===== src/hdl/asxd_pkg.sv =====
// Package for the archive stream decoder: phase, role and status codes,
// configuration and result structs, keystream step function.
// No dependencies.
`timescale 1ns / 1ps

package asxd_pkg;

	localparam int unsigned APB_AW = 4;
	localparam int unsigned APB_DW = 64;

	localparam logic [31:0] MAX_NAME_LEN = 32'd255;
	localparam logic [31:0] KEY_MUL      = 32'd7;
	localparam logic [31:0] KEY_ADD      = 32'd3;

	// register index = paddr[3] (8-byte spacing)
	localparam logic REG_START_KEY  = 1'b0;
	localparam logic REG_MAGIC_WORD = 1'b1;

	typedef enum logic [2:0] {
		PH_MAGIC = 3'd0,
		PH_NLEN  = 3'd1,
		PH_NAME  = 3'd2,
		PH_SIZE  = 3'd3,
		PH_DATA  = 3'd4,
		PH_STOP  = 3'd5
	} phase_t;

	typedef enum logic [2:0] {
		ROLE_MAGIC   = 3'd0,
		ROLE_NLEN    = 3'd1,
		ROLE_NAME    = 3'd2,
		ROLE_SIZE    = 3'd3,
		ROLE_DATA    = 3'd4,
		ROLE_IGNORED = 3'd5
	} role_t;

	typedef enum logic [1:0] {
		ST_OK      = 2'd0,
		ST_MAGIC   = 2'd1,
		ST_BAD_LEN = 2'd2,
		ST_TRUNC   = 2'd3
	} status_t;

	typedef struct packed {
		logic [31:0] start_key;
		logic [63:0] magic_word;
	} cfg_t;

	typedef struct packed {
		logic [7:0] out_byte;
		role_t      byte_role;
		logic       entry_end;
		status_t    status;
	} result_t;

	function automatic logic [31:0] key_next(input logic [31:0] k);
		key_next = 32'(k * KEY_MUL + KEY_ADD);
	endfunction

endpackage


===== src/hdl/asxd_if.sv =====
// Valid/ready stream interfaces for raw archive bytes and decoded items.
// No dependencies.
`timescale 1ns / 1ps

interface asxd_in_if;
	logic       valid;
	logic       ready;
	logic [7:0] in_byte;
	logic       last;

	modport source (output valid, output in_byte, output last, input ready);
	modport sink   (input valid, input in_byte, input last, output ready);
endinterface

interface asxd_out_if;
	logic       valid;
	logic       ready;
	logic [7:0] out_byte;
	logic [2:0] byte_role;
	logic       entry_end;
	logic [1:0] status;

	modport source (output valid, output out_byte, output byte_role, output entry_end,
		output status, input ready);
	modport sink   (input valid, input out_byte, input byte_role, input entry_end,
		input status, output ready);
endinterface


===== src/hdl/asxd_cfg_regs.sv =====
// APB-style register block: start_key at 0x0, magic_word at 0x8.
// Depends on asxd_pkg.
`timescale 1ns / 1ps

module asxd_cfg_regs (
	input  logic                           clk,
	input  logic                           arst_n,
	input  logic                           psel,
	input  logic                           penable,
	input  logic                           pwrite,
	input  logic [asxd_pkg::APB_AW-1:0]    paddr,
	input  logic [asxd_pkg::APB_DW-1:0]    pwdata,
	output logic [asxd_pkg::APB_DW-1:0]    prdata,
	output logic                           pready,
	output asxd_pkg::cfg_t                 cfg
);
	import asxd_pkg::*;

	logic [31:0] start_key_q;
	logic [63:0] magic_word_q;
	logic        wr_en;

	assign pready = 1'b1;
	assign wr_en  = psel && penable && pwrite && pready;

	always_ff @(posedge clk or negedge arst_n) begin
		if (!arst_n) begin
			start_key_q  <= '0;
			magic_word_q <= '0;
		end else if (wr_en) begin
			unique case (paddr[3])
				REG_START_KEY:  start_key_q  <= pwdata[31:0];
				REG_MAGIC_WORD: magic_word_q <= pwdata;
				default: ;
			endcase
		end
	end

	always_comb begin
		unique case (paddr[3])
			REG_START_KEY:  prdata = {32'd0, start_key_q};
			REG_MAGIC_WORD: prdata = magic_word_q;
			default:        prdata = '0;
		endcase
	end

	assign cfg.start_key  = start_key_q;
	assign cfg.magic_word = magic_word_q;

endmodule


===== src/hdl/asxd_parse_core.sv =====
// Parser state and per-byte decode: phase tracking, header/data keys,
// word assembly and the tagged result for one byte.
// Depends on asxd_pkg.
`timescale 1ns / 1ps

module asxd_parse_core (
	input  logic                clk,
	input  logic                arst_n,
	input  logic                step,
	input  logic [7:0]          in_byte,
	input  logic                last,
	input  asxd_pkg::cfg_t      cfg,
	output asxd_pkg::result_t   result
);
	import asxd_pkg::*;

	phase_t      phase_q,  phase_n;
	logic [2:0]  pos_q,    pos_n;
	logic [1:0]  biw_q,    biw_n;
	logic [23:0] wa_q,     wa_n;
	logic [31:0] hkey_q,   hkey_n;
	logic [31:0] dkey_q,   dkey_n;
	logic [31:0] rem_q,    rem_n;
	status_t     stop_q,   stop_n;

	logic [7:0]  magic_byte;
	logic [7:0]  hkey_byte;
	logic [7:0]  dkey_byte;
	logic [31:0] word_val;
	logic [31:0] hkey_adv;
	logic        rem_one;

	assign magic_byte = cfg.magic_word[{pos_q, 3'b000} +: 8];
	assign hkey_byte  = hkey_q[{biw_q, 3'b000} +: 8];
	assign dkey_byte  = dkey_q[{biw_q, 3'b000} +: 8];
	assign word_val   = {in_byte, wa_q} ^ hkey_q;
	assign hkey_adv   = key_next(hkey_q);
	assign rem_one    = (rem_q == 32'd1);

	always_comb begin
		phase_n = phase_q;
		pos_n   = pos_q;
		biw_n   = biw_q;
		wa_n    = wa_q;
		hkey_n  = hkey_q;
		dkey_n  = dkey_q;
		rem_n   = rem_q;
		stop_n  = stop_q;

		result.out_byte  = in_byte;
		result.byte_role = ROLE_IGNORED;
		result.entry_end = 1'b0;
		result.status    = ST_OK;

		unique case (phase_q)
			PH_MAGIC: begin
				result.byte_role = ROLE_MAGIC;
				if (in_byte != magic_byte) begin
					stop_n        = ST_MAGIC;
					phase_n       = PH_STOP;
					pos_n         = '0;
					result.status = ST_MAGIC;
				end else if (pos_q == 3'd7) begin
					phase_n = PH_NLEN;
					pos_n   = '0;
					hkey_n  = cfg.start_key;
					biw_n   = '0;
				end else begin
					pos_n = pos_q + 3'd1;
				end
			end
			PH_NLEN, PH_SIZE: begin
				result.byte_role = (phase_q == PH_NLEN) ? ROLE_NLEN : ROLE_SIZE;
				result.out_byte  = in_byte ^ hkey_byte;
				if (biw_q != 2'd3) begin
					// lanes are overwritten in order, so no clear is needed
					wa_n[{biw_q, 3'b000} +: 8] = in_byte;
					biw_n = biw_q + 2'd1;
				end else begin
					hkey_n = hkey_adv;
					biw_n  = '0;
					if (phase_q == PH_NLEN) begin
						if (word_val == '0 || word_val > MAX_NAME_LEN) begin
							stop_n        = ST_BAD_LEN;
							phase_n       = PH_STOP;
							result.status = ST_BAD_LEN;
						end else begin
							rem_n   = word_val;
							phase_n = PH_NAME;
						end
					end else begin
						dkey_n = hkey_adv;
						if (word_val == '0) begin
							result.entry_end = 1'b1;
							phase_n          = PH_NLEN;
						end else begin
							rem_n   = word_val;
							phase_n = PH_DATA;
						end
					end
				end
			end
			PH_NAME: begin
				result.byte_role = ROLE_NAME;
				result.out_byte  = in_byte ^ hkey_q[7:0];
				hkey_n           = hkey_adv;
				rem_n            = rem_q - 32'd1;
				if (rem_one) begin
					phase_n = PH_SIZE;
					biw_n   = '0;
				end
			end
			PH_DATA: begin
				result.byte_role = ROLE_DATA;
				result.out_byte  = in_byte ^ dkey_byte;
				if (biw_q == 2'd3) begin
					dkey_n = key_next(dkey_q);
					biw_n  = '0;
				end else begin
					biw_n = biw_q + 2'd1;
				end
				rem_n = rem_q - 32'd1;
				if (rem_one) begin
					result.entry_end = 1'b1;
					phase_n          = PH_NLEN;
					biw_n            = '0;
				end
			end
			default: begin
				result.byte_role = ROLE_IGNORED;
				result.status    = stop_q;
			end
		endcase

		if (last) begin
			if (result.status == ST_OK) begin
				if (phase_n == PH_MAGIC) begin
					result.status = ST_MAGIC;
				end else if (phase_n == PH_NAME || phase_n == PH_SIZE || phase_n == PH_DATA ||
					(phase_n == PH_NLEN && biw_n != 2'd0)) begin
					result.status = ST_TRUNC;
				end
			end
			// re-arm for the next archive
			phase_n = PH_MAGIC;
			pos_n   = '0;
			biw_n   = '0;
			hkey_n  = cfg.start_key;
			dkey_n  = '0;
			rem_n   = '0;
			stop_n  = ST_OK;
		end
	end

	always_ff @(posedge clk or negedge arst_n) begin
		if (!arst_n) begin
			phase_q <= PH_MAGIC;
			pos_q   <= '0;
			biw_q   <= '0;
			hkey_q  <= '0;
			dkey_q  <= '0;
			rem_q   <= '0;
			stop_q  <= ST_OK;
		end else if (step) begin
			phase_q <= phase_n;
			pos_q   <= pos_n;
			biw_q   <= biw_n;
			hkey_q  <= hkey_n;
			dkey_q  <= dkey_n;
			rem_q   <= rem_n;
			stop_q  <= stop_n;
		end
	end

	always_ff @(posedge clk) begin
		if (step) begin
			wa_q <= wa_n;
		end
	end

endmodule


===== src/hdl/archive_stream_xor_decrypt_parser_unit.sv =====
// Top level of the archive stream decoder: input register, parse core,
// result register and APB register block.
// Depends on asxd_pkg, asxd_if, asxd_cfg_regs, asxd_parse_core.
`timescale 1ns / 1ps

// Channel   Dir  Protocol      Payload
// in_ch     in   valid/ready   in_byte[7:0], last
// out_ch    out  valid/ready   out_byte[7:0], byte_role[2:0], entry_end, status[1:0]
// APB       in   psel/penable  paddr[3:0], pwdata/prdata[63:0]; 0x0 start_key, 0x8 magic_word
//
// One item per cycle sustained while out_ch accepts; an accepted item passes the input
// register and then the result register before out_ch.valid rises.
// Between the two registers sits the combinational decode (key update *7+3 and XOR).
// arst_n clears the parser to the magic phase and both valid flags; payload
// registers are not reset.
// A stalled out_ch holds its item; the input register still takes one more item,
// then in_ch.ready drops until the result is taken.

module archive_stream_xor_decrypt_parser_unit (
	input  logic                           clk,
	input  logic                           arst_n,
	asxd_in_if.sink                        in_ch,
	asxd_out_if.source                     out_ch,
	input  logic                           psel,
	input  logic                           penable,
	input  logic                           pwrite,
	input  logic [asxd_pkg::APB_AW-1:0]    paddr,
	input  logic [asxd_pkg::APB_DW-1:0]    pwdata,
	output logic [asxd_pkg::APB_DW-1:0]    prdata,
	output logic                           pready
);
	import asxd_pkg::*;

	cfg_t    cfg;
	result_t result;
	result_t result_q;

	logic       valid_s1;
	logic [7:0] byte_s1;
	logic       last_s1;
	logic       out_valid_q;
	logic       advance;      // result register can take a new item
	logic       step;         // input register item is decoded this cycle
	logic       in_fire;

	asxd_cfg_regs u_cfg (
		.clk     (clk),
		.arst_n  (arst_n),
		.psel    (psel),
		.penable (penable),
		.pwrite  (pwrite),
		.paddr   (paddr),
		.pwdata  (pwdata),
		.prdata  (prdata),
		.pready  (pready),
		.cfg     (cfg)
	);

	assign advance      = !out_valid_q || out_ch.ready;
	assign step         = valid_s1 && advance;
	assign in_ch.ready  = !valid_s1 || advance;
	assign in_fire      = in_ch.valid && in_ch.ready;

	// input register
	always_ff @(posedge clk or negedge arst_n) begin
		if (!arst_n) begin
			valid_s1 <= 1'b0;
		end else begin
			valid_s1 <= in_fire || (valid_s1 && !advance);
		end
	end

	always_ff @(posedge clk) begin
		if (in_fire) begin
			byte_s1 <= in_ch.in_byte;
			last_s1 <= in_ch.last;
		end
	end

	asxd_parse_core u_core (
		.clk     (clk),
		.arst_n  (arst_n),
		.step    (step),
		.in_byte (byte_s1),
		.last    (last_s1),
		.cfg     (cfg),
		.result  (result)
	);

	// result register
	always_ff @(posedge clk or negedge arst_n) begin
		if (!arst_n) begin
			out_valid_q <= 1'b0;
		end else if (advance) begin
			out_valid_q <= valid_s1;
		end
	end

	always_ff @(posedge clk) begin
		if (step) begin
			result_q <= result;
		end
	end

	assign out_ch.valid     = out_valid_q;
	assign out_ch.out_byte  = result_q.out_byte;
	assign out_ch.byte_role = 3'(result_q.byte_role);
	assign out_ch.entry_end = result_q.entry_end;
	assign out_ch.status    = 2'(result_q.status);

endmodule


===== src/flat_wrapper.sv =====
// flat-port wrapper written by rule: the top's interface ports become plain ports
module archive_stream_xor_decrypt_parser_unit_flat import asxd_pkg::*;
  (clk, arst_n, psel, penable, pwrite, paddr, pwdata, prdata, pready, in_ch_valid, in_ch_in_byte, in_ch_last, in_ch_ready, out_ch_valid, out_ch_out_byte, out_ch_byte_role, out_ch_entry_end, out_ch_status, out_ch_ready);
  asxd_in_if in_ch_i ();
  asxd_out_if out_ch_i ();
  input  logic clk;
  input  logic arst_n;
  input  logic psel;
  input  logic penable;
  input  logic pwrite;
  input  logic [asxd_pkg::APB_AW-1:0] paddr;
  input  logic [asxd_pkg::APB_DW-1:0] pwdata;
  output logic [asxd_pkg::APB_DW-1:0] prdata;
  output logic pready;
  input wire logic [$bits(in_ch_i.valid)-1:0] in_ch_valid;
  input wire logic [$bits(in_ch_i.in_byte)-1:0] in_ch_in_byte;
  input wire logic [$bits(in_ch_i.last)-1:0] in_ch_last;
  output wire logic [$bits(in_ch_i.ready)-1:0] in_ch_ready;
  output wire logic [$bits(out_ch_i.valid)-1:0] out_ch_valid;
  output wire logic [$bits(out_ch_i.out_byte)-1:0] out_ch_out_byte;
  output wire logic [$bits(out_ch_i.byte_role)-1:0] out_ch_byte_role;
  output wire logic [$bits(out_ch_i.entry_end)-1:0] out_ch_entry_end;
  output wire logic [$bits(out_ch_i.status)-1:0] out_ch_status;
  input wire logic [$bits(out_ch_i.ready)-1:0] out_ch_ready;
  assign in_ch_i.valid = in_ch_valid;
  assign in_ch_i.in_byte = in_ch_in_byte;
  assign in_ch_i.last = in_ch_last;
  assign in_ch_ready = in_ch_i.ready;
  assign out_ch_valid = out_ch_i.valid;
  assign out_ch_out_byte = out_ch_i.out_byte;
  assign out_ch_byte_role = out_ch_i.byte_role;
  assign out_ch_entry_end = out_ch_i.entry_end;
  assign out_ch_status = out_ch_i.status;
  assign out_ch_i.ready = out_ch_ready;
  archive_stream_xor_decrypt_parser_unit u_core (.clk(clk), .arst_n(arst_n), .in_ch(in_ch_i), .out_ch(out_ch_i), .psel(psel), .penable(penable), .pwrite(pwrite), .paddr(paddr), .pwdata(pwdata), .prdata(prdata), .pready(pready));
endmodule

===== config.mk =====
export PLATFORM = sky130hd
export DESIGN_NAME = archive_stream_xor_decrypt_parser_unit_flat
export DESIGN_NICKNAME = d
export VERILOG_FILES = /design/src/hdl/asxd_pkg.sv /design/src/hdl/asxd_if.sv /design/src/hdl/asxd_cfg_regs.sv /design/src/hdl/asxd_parse_core.sv /design/src/hdl/archive_stream_xor_decrypt_parser_unit.sv /design/src/flat_wrapper.sv
export SDC_FILE = /design/constraint.sdc
export NUM_CORES = 1
export LEC_CHECK = 0
export BUFFER_PORTS_ARGS = -buffer_cell sky130_fd_sc_hd__buf_2
export CELL_PAD_IN_SITES_DETAIL_PLACEMENT = 1
export CELL_PAD_IN_SITES_GLOBAL_PLACEMENT = 1
export CORE_MARGIN = 4
export CORE_UTILIZATION = 45
export CTS_BUF_LIST = sky130_fd_sc_hd__clkbuf_16
export CTS_CLUSTER_DIAMETER = 150
export DETAILED_ROUTE_END_ITERATION = 7
export PLACE_DENSITY_LB_ADDON = 0.25
export RECOVER_POWER = 50
export SLEW_MARGIN = 20
export SYNTH_ARGS = -nofsm -noshare
export SYNTH_HDL_FRONTEND = slang
export SYNTH_HIERARCHICAL = 1
export SYNTH_SLANG_ARGS = --single-unit
export TNS_END_PERCENT = 1

===== constraint.sdc =====
create_clock -name clk -period 6.1 [get_ports clk]
set_input_delay 0.305 -clock clk [delete_from_list [all_inputs] [get_ports clk]]
set_output_delay 0.305 -clock clk [all_outputs]
set_load 0.01 [all_outputs]

==> results by group <==
Status
  – Status: finished with violations
  – Failing checks: capacitance limit, slew limit

Floorplan
  – Die X: 210 µm
  – # rows: 73
  – Die H: 210 µm
  – Number of top-level pins: 165
  – Die area: 0.0442 mm²
  – Core box area: 0.0401 mm²
  – Initial core utilization: 0.459

Clock tree
  – Post-CTS setup buffers: 0
  – CTS H-Tree Depth: 1
  – Clk slew on worst S/H paths: 0.07 ns
  – Hold Buf Count CTS: 68
  – CTS max path bufs: 3
  – # clock sinks: 251
  – TritonCTS Buffers: 28
  – PostCTS Resize Cnt: 0
  – Clock Latency Late Sink: ~0.57 ns
  – Root buffer cell: clkbuf_16
  – TritonCTS clock tree: built

Global route
  – GRT overflow: 0
  – First-pass GRT wire length: 98.7 mm
  – Largest net degree at the start of global routing: 152
  – Gr usage total: 0.285
  – Initial antenna violation count: 3
  – Vias in the first global route: approximately 17,000

Timing
  – Fin crit share: 0.780
  – Slew HR: -1.49
  – Slew @ Worst Pin: 3.74 ns
  – Final worst slack: 1.34 ns
  – RSZ-0062 raised after global routing: no
  – F_max: 0.210 GHz
  – Minimum clock period: 4.76 ns
  – Clock skew: 0.0250 ns
  – Fin. Hold Viols: 0
  – Setup-failing EPs final: 0
  – Setup TNS: 0 ns
  – Fin. max-slew vios: approximately 250

Yosys
  – Area fraction of the dominant cell type after synthesis: 0.277
  – Seq/Total Area, Yosys: 0.354
  – Top cell type by total area after synthesis: dfrtp_1
  – Top post-synthesis cells by area: dfrtp_1, ha_1, edfxtp_1, mux2_2, fa_1
  – Ys Warns: 6
  – Post-synth EDFFs: 47
  – Synth Instances: 1,780
  – Cell area after synthesis: between 0.015 and 0.02 mm²
  – Syn_area_per_cell: 10.3 µm²
  – Async SR Flop Fraction: 0.813
  – Synth cell types: 83
  – FF+latch count, synth: 251
  – Syn nets: 2,052
  – Ys flop type: dfrtp_1

Setup path
  – R2R Setup Slk: roughly 1.4 ns
  – Crit path kind: input pin to flop
  – Startpoint types: input pin
  – R2R cell count: 9
  – Worst reg2reg path endpoint: u_core/u_core/hkey_q[3]
  – Crit. End Element: flop
  – Req. time, crit path: 6.50 ns
  – Crit path capture: u_core/u_cfg/magic_word_q[29]
  – Worst path arrival time: 5.16 ns
  – CP max FO: 66
  – R2R Path Start: u_core/u_core/pos_q[1]
  – Critical Path Source: paddr[3]

Cells and area
  – Multi-input logic area: ~0.011 mm²
  – Register area: 0.00652 mm²
  – Syn-to-layout area delta: 14.8%
  – Most common cell after layout, fill and taps aside: dfrtp_1
  – Layout Cells excl Fill: 2,525
  – Most frequent cells in the layout: dfrtp_1, nand2_1, buf_2
  – Fin nets: roughly 2,200
  – Share of cells above drive strength 1: 0.179
  – FILL cells: 4,442

Routing
  – Remaining DRCs: 0
  – Initial drt markers: about 1,200
  – DRT Wirelength: 64.4 mm
  – Routed WL per cell: 25.5 µm
  – Drt pass-1 iters: 5
  – Vias: 15,313
  – Antenna viol nets, final: 0
  – Via density: 6.06

Place
  – Hpwl dp: 44.9 mm
  – Place WS: between 1.5 and 2 ns
  – Gpl congestion: 0.917
  – Dpl cells: about 2,400
  – Buffers added on ports: 160

Worst hold path
  – Hold_sp: pwdata[63]
  – Worst Hold Class: input pin to flop

Job
  – Max-cap viol count: 5
-- kinds of logic after synthesis --
group	share of synthesized area
AO/OA/AOI/OAI	0.148
XOR/XNOR	0.0500
adder cells (fa/ha/maj)	0.152
buffers and inverters	0.0298
flip-flops	0.354
multiplexers	0.131
other	0.000204
AND/OR/NAND/NOR	0.135
-- worst max-delay path, stage by stage --
cell      delay (ns)
buf_2           0.08
clkbuf_1        2.19
nand4_4         0.12
clkbuf_1        1.47
mux2_1          0.95
-- registers in the layout, indices dropped and copies added (netlist names), 2 cells and up --
| signal | cells |
|---|---|
| u_core/u_core/phase_q | 3 |
| u_core/u_core/stop_q | 2 |
| u_core/u_cfg/start_key_q | 32 |
| u_core/out_ch.byte_role | 3 |
| u_core/u_core/rem_q | 32 |
| u_core/u_core/wa_q | 24 |
| u_core/u_cfg/magic_word_q | 64 |
| u_core/u_core/pos_q | 3 |
| u_core/byte_s1 | 8 |
| u_core/out_ch.status | 2 |
| u_core/out_ch.out_byte | 8 |
| u_core/u_core/biw_q | 2 |
| u_core/u_core/dkey_q | 32 |
| u_core/u_core/hkey_q | 32 |
-- how the worst min path moves through the flow --
| stage | endpoint | slack, ns | depth (start not counted) |
|---|---|---|---|
| 2_1_floorplan | u_core/out_ch.valid | 0.009 | 0 |
| 6_report | u_core/u_cfg/magic_word_q[63] | 0.02 | 2 |
| 5_1_grt | u_core/u_cfg/magic_word_q[46] | 0.002 | 2 |
| 3_5_place_dp | u_core/u_core/stop_q[1] | 0.31 | 1 |
| 3_3_place_gp | u_core/u_core/stop_q[1] | 0.30 | 1 |
| 4_1_cts | u_core/u_cfg/start_key_q[0] | 0.008 | 2 |
-- cell type report --
type | count | area share
antenna | 4 | 0.000474
clock buffer | 29 | 0.0343
clock inverter | 23 | 0.00764
inverter | 39 | 0.00693
multi-input combinational | 1409 | 0.537
sequential | 251 | 0.308
tap | 525 | 0.0311
timing repair buffer | 245 | 0.0745
-- layer usage --
metal | part of all wire | GRT usage | wire length [µm]
met2 | 0.51 | 0.504 | 33100
met4 | 0.043 | 0.108 | 2760
met5 | 0 | 0 | 0
met3 | 0.043 | 0.0387 | 2750
met1 | 0.40 | 0.356 | 25700
-- per-stage QoR --
step	area (µm²)	hold slack, ns	util
after floorplan	18400	0.00941	-
after global placement	19600	0.303	0.490
after detailed placement	19600	0.310	0.490
after CTS	21200	0.00808	0.529
after global routing	21100	0.00181	0.527
final	21100	0.0196	0.527
-- synth_stat cells (11+ instances only) --
library cell,instances
xor2_1,48
and3_1,11
a211oi_1,16
o21a_1,11
o31ai_1,12
xnor2_1,57
o211ai_1,14
nand3_1,27
and2_1,65
nor4_1,19
fa_1,59
nor3_1,30
or3_1,11
clkbuf_1,49
nand2b_1,12
ha_1,129
a21oi_1,117
inv_1,36
nor2_1,121
dfrtp_1,204
edfxtp_1,47
mux2i_1,20
o21ai_0,116
nand2_1,144
a31oi_1,30
a21o_1,35
mux2_2,125
mux4_2,25
buf_2,12
Power is left out: the tool's default activity adds up to more than one toggle a clock period on the data nets, which glitch-free logic cannot reach.
